## src/gfec_pkg.sv

```systemverilog
// ============================================================================
// gfec_pkg: shared types and constants of the gap-following effort controller
// Holds the control word layout, operation codes, configuration register
// indexes and the configuration bundle passed from the top level to the
// datapath.
// ============================================================================
package gfec_pkg;

    localparam int unsigned PC_W = 4;
    typedef logic [PC_W-1:0] pc_t;

    // Mode codes carried by the func field.
    localparam logic [1:0] FUNC_FOLLOW  = 2'd0;
    localparam logic [1:0] FUNC_PROTECT = 2'd1;
    localparam logic [1:0] FUNC_DRIFT   = 2'd2;
    localparam logic [1:0] FUNC_NONE    = 2'd3;

    // Configuration register indexes.
    localparam logic [2:0] CFG_STANDOFF = 3'd0;
    localparam logic [2:0] CFG_HEADWAY  = 3'd1;
    localparam logic [2:0] CFG_STEP     = 3'd2;
    localparam logic [2:0] CFG_FOLLOW   = 3'd3;
    localparam logic [2:0] CFG_PROTECT  = 3'd4;
    localparam logic [2:0] CFG_DRIFT    = 3'd5;

    // Multiplier operand A sources.
    localparam logic [2:0] MA_HEADWAY = 3'd0;
    localparam logic [2:0] MA_KP      = 3'd1;
    localparam logic [2:0] MA_KI      = 3'd2;
    localparam logic [2:0] MA_KD      = 3'd3;
    localparam logic [2:0] MA_PROD    = 3'd4;

    // Multiplier operand B sources.
    localparam logic [1:0] MB_SPEED = 2'd0;
    localparam logic [1:0] MB_ERR   = 2'd1;
    localparam logic [1:0] MB_STEP  = 2'd2;
    localparam logic [1:0] MB_REL   = 2'd3;

    // Accumulator and result operations.
    localparam logic [3:0] OP_NOP       = 4'd0;
    localparam logic [3:0] OP_SETPT     = 4'd1;
    localparam logic [3:0] OP_ERR_FP    = 4'd2;
    localparam logic [3:0] OP_ERR_DRIFT = 4'd3;
    localparam logic [3:0] OP_INC       = 4'd4;
    localparam logic [3:0] OP_CLAMP     = 4'd5;
    localparam logic [3:0] OP_SUM_INIT  = 4'd6;
    localparam logic [3:0] OP_SUM_ADD   = 4'd7;
    localparam logic [3:0] OP_OUT       = 4'd8;

    // Sequencer jump kinds.
    localparam logic [1:0] JMP_NONE   = 2'd0;
    localparam logic [1:0] JMP_DRIFT  = 2'd1;
    localparam logic [1:0] JMP_ALWAYS = 2'd2;

    // Program entry points.
    localparam pc_t STEP_START = 4'd0;
    localparam pc_t STEP_OUT   = 4'd9;
    localparam pc_t STEP_DRIFT = 4'd10;

    typedef struct packed {
        logic       mul_en;
        logic [2:0] mul_a;
        logic [1:0] mul_b;
        logic [3:0] alu_op;
        logic [1:0] jmp;
        pc_t        target;
        logic       last;
    } ucode_t;

    typedef struct packed {
        logic [15:0] standoff_distance;
        logic [15:0] time_headway;
        logic [15:0] step_time;
        logic [47:0] follow_gains;
        logic [47:0] protect_gains;
        logic [31:0] drift_gains;
    } cfg_t;

endpackage

```

## src/gfec_ucode_rom.sv

```systemverilog
// ============================================================================
// gfec_ucode_rom: control store of the effort sequencer
// Returns the control word of one program step.
// ============================================================================
module gfec_ucode_rom (
    input  gfec_pkg::pc_t    pc,
    output gfec_pkg::ucode_t cw
);
    import gfec_pkg::*;

    // Fields: mul_en, mul_a, mul_b, alu_op, jmp, target, last.
    always_comb
    begin
        unique case (pc)
            4'd0:  cw = '{1'b1, MA_HEADWAY, MB_SPEED, OP_NOP,       JMP_DRIFT,  STEP_DRIFT, 1'b0};
            4'd1:  cw = '{1'b0, MA_HEADWAY, MB_SPEED, OP_SETPT,     JMP_NONE,   STEP_START, 1'b0};
            4'd2:  cw = '{1'b0, MA_HEADWAY, MB_SPEED, OP_ERR_FP,    JMP_NONE,   STEP_START, 1'b0};
            4'd3:  cw = '{1'b1, MA_KI,      MB_ERR,   OP_NOP,       JMP_NONE,   STEP_START, 1'b0};
            4'd4:  cw = '{1'b1, MA_PROD,    MB_STEP,  OP_NOP,       JMP_NONE,   STEP_START, 1'b0};
            4'd5:  cw = '{1'b1, MA_KP,      MB_ERR,   OP_INC,       JMP_NONE,   STEP_START, 1'b0};
            4'd6:  cw = '{1'b0, MA_KP,      MB_ERR,   OP_CLAMP,     JMP_NONE,   STEP_START, 1'b0};
            4'd7:  cw = '{1'b1, MA_KD,      MB_REL,   OP_SUM_INIT,  JMP_NONE,   STEP_START, 1'b0};
            4'd8:  cw = '{1'b0, MA_KD,      MB_REL,   OP_SUM_ADD,   JMP_NONE,   STEP_START, 1'b0};
            4'd9:  cw = '{1'b0, MA_KD,      MB_REL,   OP_OUT,       JMP_NONE,   STEP_START, 1'b1};
            4'd10: cw = '{1'b0, MA_KI,      MB_ERR,   OP_ERR_DRIFT, JMP_NONE,   STEP_START, 1'b0};
            4'd11: cw = '{1'b1, MA_KI,      MB_ERR,   OP_NOP,       JMP_NONE,   STEP_START, 1'b0};
            4'd12: cw = '{1'b1, MA_PROD,    MB_STEP,  OP_NOP,       JMP_NONE,   STEP_START, 1'b0};
            4'd13: cw = '{1'b1, MA_KP,      MB_ERR,   OP_INC,       JMP_NONE,   STEP_START, 1'b0};
            4'd14: cw = '{1'b0, MA_KP,      MB_ERR,   OP_CLAMP,     JMP_NONE,   STEP_START, 1'b0};
            4'd15: cw = '{1'b0, MA_KP,      MB_ERR,   OP_SUM_INIT,  JMP_ALWAYS, STEP_OUT,   1'b0};
            default: cw = '0;
        endcase
    end

endmodule

```

## src/gfec_datapath.sv

```systemverilog
// ============================================================================
// gfec_datapath: shared multiplier, accumulator and integrator store
// Executes one control word per enabled cycle on the latched tick fields.
// ============================================================================
module gfec_datapath (
    input  logic                clk,
    input  logic                rst_n,
    input  logic                load,
    input  logic                step_en,
    input  gfec_pkg::ucode_t    cw,
    input  gfec_pkg::cfg_t      cfg,
    input  logic [1:0]          func,
    input  logic [15:0]         gap,
    input  logic [15:0]         ego_speed,
    input  logic signed [15:0]  closing_speed,
    input  logic signed [15:0]  speed_error,
    input  logic [15:0]         effort_limit,
    output logic                drift,
    output logic [15:0]         effort
);
    import gfec_pkg::*;

    localparam logic signed [35:0] SAT_HI = 36'sd32767;
    localparam logic signed [35:0] SAT_LO = -36'sd32768;

    logic [1:0]          mode_reg;
    logic [15:0]         gap_reg;
    logic [15:0]         speed_reg;
    logic signed [15:0]  rel_reg;
    logic signed [15:0]  verr_reg;
    logic [15:0]         maxe_reg;
    logic signed [15:0]  err_reg,   err_next;
    logic signed [35:0]  acc_reg,   acc_next;
    logic signed [50:0]  prod_reg;
    logic [31:0]         integ_reg, integ_next;
    logic [15:0]         effort_reg, effort_next;
    logic [31:0]         store_reg [3];

    logic [15:0]         kp, ki, kd;
    logic signed [33:0]  op_a;
    logic signed [16:0]  op_b;
    logic signed [50:0]  mul_out;
    logic [31:0]         ceil_q;
    logic signed [35:0]  ceil_x;
    logic signed [35:0]  gap_x;
    logic signed [35:0]  diff;
    logic signed [35:0]  inc_x;
    logic [31:0]         store_rd;

    assign drift  = (mode_reg == FUNC_DRIFT);
    assign effort = effort_reg;

    // Gain selection by mode; drift has no derivative gain.
    always_comb
    begin
        unique case (mode_reg)
            FUNC_FOLLOW:
            begin
                kp = cfg.follow_gains[15:0];
                ki = cfg.follow_gains[31:16];
                kd = cfg.follow_gains[47:32];
            end
            FUNC_PROTECT:
            begin
                kp = cfg.protect_gains[15:0];
                ki = cfg.protect_gains[31:16];
                kd = cfg.protect_gains[47:32];
            end
            default:
            begin
                kp = cfg.drift_gains[15:0];
                ki = cfg.drift_gains[31:16];
                kd = 16'd0;
            end
        endcase
    end

    always_comb
    begin
        case (cw.mul_a)
            MA_HEADWAY: op_a = $signed({18'd0, cfg.time_headway});
            MA_KP:      op_a = $signed({18'd0, kp});
            MA_KI:      op_a = $signed({18'd0, ki});
            MA_KD:      op_a = $signed({18'd0, kd});
            MA_PROD:    op_a = $signed(prod_reg[33:0]);
            default:    op_a = '0;
        endcase
        case (cw.mul_b)
            MB_SPEED: op_b = $signed({1'b0, speed_reg});
            MB_ERR:   op_b = $signed({err_reg[15], err_reg});
            MB_STEP:  op_b = $signed({1'b0, cfg.step_time});
            default:  op_b = $signed({rel_reg[15], rel_reg});
        endcase
    end

    assign mul_out = op_a * op_b;

    always_comb
    begin
        case (mode_reg)
            FUNC_FOLLOW:  store_rd = store_reg[0];
            FUNC_PROTECT: store_rd = store_reg[1];
            FUNC_DRIFT:   store_rd = store_reg[2];
            default:      store_rd = 32'd0;
        endcase
    end

    assign ceil_q = {maxe_reg, 16'd0};
    assign ceil_x = $signed({4'd0, ceil_q});
    assign gap_x  = $signed({20'd0, gap_reg});
    assign diff   = (mode_reg == FUNC_PROTECT) ? (acc_reg - gap_x) : (gap_x - acc_reg);
    // Floor of the Q16.16 increment is an arithmetic shift of the product.
    assign inc_x  = $signed({prod_reg[50], prod_reg[50:16]});

    always_comb
    begin
        acc_next    = acc_reg;
        err_next    = err_reg;
        integ_next  = integ_reg;
        effort_next = effort_reg;
        unique case (cw.alu_op)
            OP_NOP:
            begin
                acc_next = acc_reg;
            end
            OP_SETPT:
            begin
                acc_next = $signed({20'd0, cfg.standoff_distance})
                         + $signed({16'd0, prod_reg[31:12]});
            end
            OP_ERR_FP:
            begin
                if (diff > SAT_HI)
                    err_next = 16'sh7FFF;
                else if (diff < SAT_LO)
                    err_next = 16'sh8000;
                else
                    err_next = diff[15:0];
            end
            OP_ERR_DRIFT:
            begin
                err_next = verr_reg;
            end
            OP_INC:
            begin
                acc_next = $signed({4'd0, store_rd}) + inc_x;
            end
            OP_CLAMP:
            begin
                if (acc_reg[35])
                    integ_next = 32'd0;
                else if (acc_reg > ceil_x)
                    integ_next = ceil_q;
                else
                    integ_next = acc_reg[31:0];
            end
            OP_SUM_INIT:
            begin
                acc_next = $signed({4'd0, integ_reg}) + $signed(prod_reg[35:0]);
            end
            OP_SUM_ADD:
            begin
                acc_next = acc_reg + $signed(prod_reg[35:0]);
            end
            OP_OUT:
            begin
                if (acc_reg[35])
                    effort_next = 16'd0;
                else if (acc_reg > ceil_x)
                    effort_next = maxe_reg;
                else
                    effort_next = acc_reg[31:16];
            end
            default:
            begin
                acc_next = acc_reg;
            end
        endcase
    end

    always_ff @(posedge clk)
    begin
        if (load)
        begin
            mode_reg  <= func;
            gap_reg   <= gap;
            speed_reg <= ego_speed;
            rel_reg   <= closing_speed;
            verr_reg  <= speed_error;
            maxe_reg  <= effort_limit;
            acc_reg   <= '0;
        end
        else if (step_en)
        begin
            acc_reg    <= acc_next;
            err_reg    <= err_next;
            integ_reg  <= integ_next;
            effort_reg <= effort_next;
            if (cw.mul_en)
                prod_reg <= mul_out;
        end
    end

    always_ff @(posedge clk or negedge rst_n)
    begin
        if (!rst_n)
        begin
            store_reg[0] <= 32'd0;
            store_reg[1] <= 32'd0;
            store_reg[2] <= 32'd0;
        end
        else if (step_en && cw.alu_op == OP_CLAMP)
        begin
            case (mode_reg)
                FUNC_FOLLOW:  store_reg[0] <= integ_next;
                FUNC_PROTECT: store_reg[1] <= integ_next;
                FUNC_DRIFT:   store_reg[2] <= integ_next;
                default:      store_reg[0] <= store_reg[0];
            endcase
        end
    end

endmodule

```

## src/gap_following_effort_controller.sv

```systemverilog
// ============================================================================
// gap_following_effort_controller: spacing and speed PI(D) effort controller
// Top level: configuration registers, input and output transactions and the
// microprogram sequencer that steps the datapath.
// ============================================================================
// Each accepted input transaction is one control tick and yields exactly one
// effort result. The tick is processed by a short microprogram that drives
// a single shared multiplier: follow and protect ticks run every step from
// the first to the output step, drift ticks branch after the first step to
// a drift path that rejoins at the output step, and a tick with the unused
// mode code skips straight to the output step, returning zero without
// touching any integrator. The multiplier is shared by the headway product,
// the two-stage integral product and the proportional and derivative
// products, and that sharing sets the step count. One tick is processed at
// a time; a new tick is accepted while the previous result still waits in
// the output register, and the sequencer holds on its output step until
// that result has been taken. Configuration writes take effect at once and
// should only be issued while no tick is in flight. Each mode keeps its own
// Q16.16 integrator, cleared by reset and clamped to the tick's effort ceiling.
module gap_following_effort_controller (
    input  logic                clk,
    input  logic                rst_n,
    input  logic                cfg_wen,
    input  logic [2:0]          cfg_index,
    input  logic [47:0]         cfg_wdata,
    input  logic                in_valid,
    output logic                in_ready,
    input  logic [1:0]          func,
    input  logic [15:0]         gap,
    input  logic [15:0]         ego_speed,
    input  logic signed [15:0]  closing_speed,
    input  logic signed [15:0]  speed_error,
    input  logic [15:0]         effort_limit,
    output logic                out_valid,
    input  logic                out_ready,
    output logic [15:0]         effort
);
    import gfec_pkg::*;

    localparam logic ST_IDLE = 1'b0;
    localparam logic ST_RUN  = 1'b1;

    cfg_t     cfg_reg;
    logic     state_reg, state_next;
    pc_t      pc_reg, pc_next;
    logic     out_valid_reg, out_valid_next;
    ucode_t   cw;
    logic     accept;
    logic     stall;
    logic     step_en;
    logic     jump_taken;
    logic     drift;

    // Configuration registers; unknown indexes are ignored.
    always_ff @(posedge clk or negedge rst_n)
    begin
        if (!rst_n)
        begin
            cfg_reg <= '0;
        end
        else if (cfg_wen)
        begin
            case (cfg_index)
                CFG_STANDOFF: cfg_reg.standoff_distance <= cfg_wdata[15:0];
                CFG_HEADWAY:  cfg_reg.time_headway      <= cfg_wdata[15:0];
                CFG_STEP:     cfg_reg.step_time         <= cfg_wdata[15:0];
                CFG_FOLLOW:   cfg_reg.follow_gains      <= cfg_wdata;
                CFG_PROTECT:  cfg_reg.protect_gains     <= cfg_wdata;
                CFG_DRIFT:    cfg_reg.drift_gains       <= cfg_wdata[31:0];
                default:      cfg_reg <= cfg_reg;
            endcase
        end
    end

    gfec_ucode_rom u_rom (
        .pc (pc_reg),
        .cw (cw)
    );

    assign in_ready   = (state_reg == ST_IDLE);
    assign accept     = in_valid && in_ready;
    // The output step waits while the previous result is still unclaimed.
    assign stall      = cw.last && out_valid_reg && !out_ready;
    assign step_en    = (state_reg == ST_RUN) && !stall;
    assign jump_taken = (cw.jmp == JMP_ALWAYS) || ((cw.jmp == JMP_DRIFT) && drift);

    always_comb
    begin
        state_next     = state_reg;
        pc_next        = pc_reg;
        out_valid_next = out_valid_reg;
        if (out_valid_reg && out_ready)
            out_valid_next = 1'b0;
        unique case (state_reg)
            ST_IDLE:
            begin
                if (accept)
                begin
                    state_next = ST_RUN;
                    pc_next    = (func == FUNC_NONE) ? STEP_OUT : STEP_START;
                end
            end
            ST_RUN:
            begin
                if (step_en)
                begin
                    if (cw.last)
                    begin
                        state_next     = ST_IDLE;
                        out_valid_next = 1'b1;
                    end
                    else if (jump_taken)
                        pc_next = cw.target;
                    else
                        pc_next = pc_reg + 1'b1;
                end
            end
            default:
            begin
                state_next = ST_IDLE;
            end
        endcase
    end

    always_ff @(posedge clk or negedge rst_n)
    begin
        if (!rst_n)
        begin
            state_reg     <= ST_IDLE;
            pc_reg        <= STEP_START;
            out_valid_reg <= 1'b0;
        end
        else
        begin
            state_reg     <= state_next;
            pc_reg        <= pc_next;
            out_valid_reg <= out_valid_next;
        end
    end

    assign out_valid = out_valid_reg;

    gfec_datapath u_dp (
        .clk           (clk),
        .rst_n         (rst_n),
        .load          (accept),
        .step_en       (step_en),
        .cw            (cw),
        .cfg           (cfg_reg),
        .func          (func),
        .gap           (gap),
        .ego_speed     (ego_speed),
        .closing_speed (closing_speed),
        .speed_error   (speed_error),
        .effort_limit  (effort_limit),
        .drift         (drift),
        .effort        (effort)
    );

endmodule

```

## config.mk

```make
export PLATFORM = sky130hd
export DESIGN_NAME = gap_following_effort_controller
export DESIGN_NICKNAME = d
export VERILOG_FILES = /design/src/gfec_pkg.sv /design/src/gfec_ucode_rom.sv /design/src/gfec_datapath.sv /design/src/gap_following_effort_controller.sv
export SDC_FILE = /design/constraint.sdc
export NUM_CORES = 2
export LEC_CHECK = 0
export ABC_AREA = 1
export BUFFER_PORTS_ARGS = -buffer_cell sky130_fd_sc_hd__buf_2
export CELL_PAD_IN_SITES_DETAIL_PLACEMENT = 1
export CELL_PAD_IN_SITES_GLOBAL_PLACEMENT = 1
export CORE_ASPECT_RATIO = 0.7
export CORE_MARGIN = 2
export CORE_UTILIZATION = 43
export DETAILED_ROUTE_END_ITERATION = 8
export PLACE_DENSITY_LB_ADDON = 0.1
export SETUP_SLACK_MARGIN = 0.4
export SLEW_MARGIN = 20
export SYNTH_ARGS = -nofsm -noshare
export SYNTH_HDL_FRONTEND = slang
export SYNTH_SLANG_ARGS = --single-unit
```

## constraint.sdc

```tcl
create_clock -name clk -period 22.5 [get_ports clk]
set_clock_uncertainty 0.2 [all_clocks]
set_input_delay 2.25 -clock clk [delete_from_list [all_inputs] [get_ports clk]]
set_output_delay 2.25 -clock clk [all_outputs]
set_load 0.005 [all_outputs]
```

==> metrics.txt <==
CTS Sinks=511; Gate Count Post-Synth=6339; GRT overflow=0; Synth async-reset ratio=0.544; largest stage delay on the critical path=about 740 ps; setup tns final=0 ps; Synth Cell Area=about 50000 µm²; DRC violations left=0; RePlAce Congestion=a little under 1; initial antenna violation count=10; setup bufs post-CTS=0; sequential cell area fraction in the yosys report=0.272; Die Wd=412 µm; crit path max fanout=29; RR Endpoint=u_dp.prod_reg[43]; max-capacitance violation count=0; core area=115000 µm²; WL/cell=24.9 µm; # port buffers=155; Final Hold Vio Count=0; Starting DRT DRC Count=4264; Cell Rows=104; die area=119000 µm²; global-route wire length before repair=300000 µm; Max Freq=94.3 MHz; hpwl dp=160000 µm; Seq cells post-synth=511; Finished Cell Area=54300 µm²; die height=around 290 µm; Syn-to-layout area delta=8.60%; Total Nets Final=7363; Worst Path Arrival=10770 ps; Final period util=0.471; layout cells sized above 1=0.0714; clk buf depth=3; post-placement setup slack=12140 ps; WP data required=22660 ps; TritonCTS clock tree=yes; top post-synthesis cells by count=nand2_1, inv_1, nor2_1; Final Util=0.472; Routed WL=199000 µm; status=finished clean; hold_buf cts=0; Max Slew Vio Count=0; Relative slew margins=0.289; Starting Density=0.434; Slowest-stage cell, CP=inv_2; count leader, synth=nand2_1; largest net degree at the start of global routing=97; FF-to-FF path depth=32; dpl cell area=52400 µm²; hold path start=u_dp.store_reg[57]; top-area cell type share of the netlist area=0.222; RSZ-0062 raised after global routing=false; Post-CTS Resized=0; clk root buf=clkbuf_16; Worst R2R Start=pc_reg[1]; GRT Overall Usage=0.336; end of the critical path=u_dp.prod_reg[43]; Post-Syn Nets=7292; max reg flops=around 180; vias per inst=between 5 and 6; Synth Flop Type=dfrtp_1; Hold Path Cell Cnt=2; number of global-route vias before repair=45700; minimum clock period=10610 ps; crit path kind=reg2reg; H-Tree Depth=2; Cell variety after synth=61; reg2reg setup slack=11890 ps; leading area contributor after synthesis=fa_1; CTS clk-pin slew, worst paths=70 ps; Worst Tran Pin Value=1060 ps; post-route ant nets=0; clk_lat worst skew=680 ps; First-pass DRT Iterations=6; setup slack after layout=around 12000 ps; CP Launch Point=pc_reg[1]; crit end category=flop; routed vias=44700; CTS Buf Count=55; mean area per synthesized cell=7.89 µm²; Hold WC Path Type=reg2reg; Boundary Pins=156; top cells by area, synth=fa_1, dfrtp_1, edfxtp_1; final setup violation count=0; Startpoint Class=flop; Synth Warn #=0; EDFF count, synth=197
-- kinds of logic (layout without fill, tap and decap cells) --
kind of cell / Yosys count / in the layout / share of synthesized area
fa+ha+maj: 815 / 815 / 0.287
simple gates: 2589 / 2589 / 0.210
mux: 1 / 1 / 0.000200
flops: 511 / 511 / 0.272
compound gates: 987 / 987 / 0.111
other cells: 0 / 1 / 0
buf+inv: 1342 / 1460 / 0.103
xor+xnor: 94 / 94 / 0.0165
-- metrics by stage --
step / hold slack (ps) / instances
floorplan: 248 / 6339
global placement: 264 / 7889
detailed placement: 267 / 7889
CTS: 284 / 7993
global route: 310 / 7994
finish: 282 / 7995
-- worst max-delay path, delay by kind of cell (launching register included) --
kind / cells / cell delay (ps)
buffers and inverters: 7 / 1460
DFF: 1 / 430
xor gates and xnor gates: 1 / 170
AOI/OAI and AO/OA: 5 / 1300
and+or+nand+nor: 10 / 2710
adders and majority gates: 9 / 3940
-- routing by layer --
layer  GRT usage  wire length (µm)  vias up  share of wire
met1       0.530             96700    22800           0.49
met3      0.0771             19500      204          0.098
li1            -                 -    20000              -
met5           0                69        -        0.00035
met2       0.468             79300     1774           0.40
met4      0.0575              3300       10          0.017
-- layout make-up --
| class | instances | area [µm²] |
|---|---|---|
| Sequential cell | 511 | 13600 |
| Clock inverter | 32 | 363 |
| Timing Repair Buffer | 218 | 1280 |
| Tap cell | 1537 | 1920 |
| Fill cell | 14100 | 60800 |
| Antenna cell | 1 | 2.50 |
| Clock buffer | 72 | 1530 |
| Inverter | 1138 | 4270 |
| Multi-Input combinational cell | 4486 | 31400 |
-- placed cells by master (no fill, tap or decap), drive strengths merged, types with 43 or more instances in the layout --
cell type,instances
nor3,43
ha,259
a31oi,64
fa,556
o21ai,492
clkbuf,72
nand2,1590
nor2,636
buf,218
dfrtp,278
nand3,241
inv,1120
edfxtp,197
a21oi,280
xor2,53
-- worst min path at each step --
stage | end | slack [ps]
final | u_dp.store_reg[57] | 280
after global routing | u_dp.store_reg[71] | 310
after floorplan | cfg_reg[128] | 250
after CTS | u_dp.store_reg[57] | 280
after detailed placement | u_dp.store_reg[57] | 270
after global placement | u_dp.store_reg[54] | 260
Power is left out: the tool's default activity adds up to more than one toggle a clock period on the data nets, which glitch-free logic cannot reach.
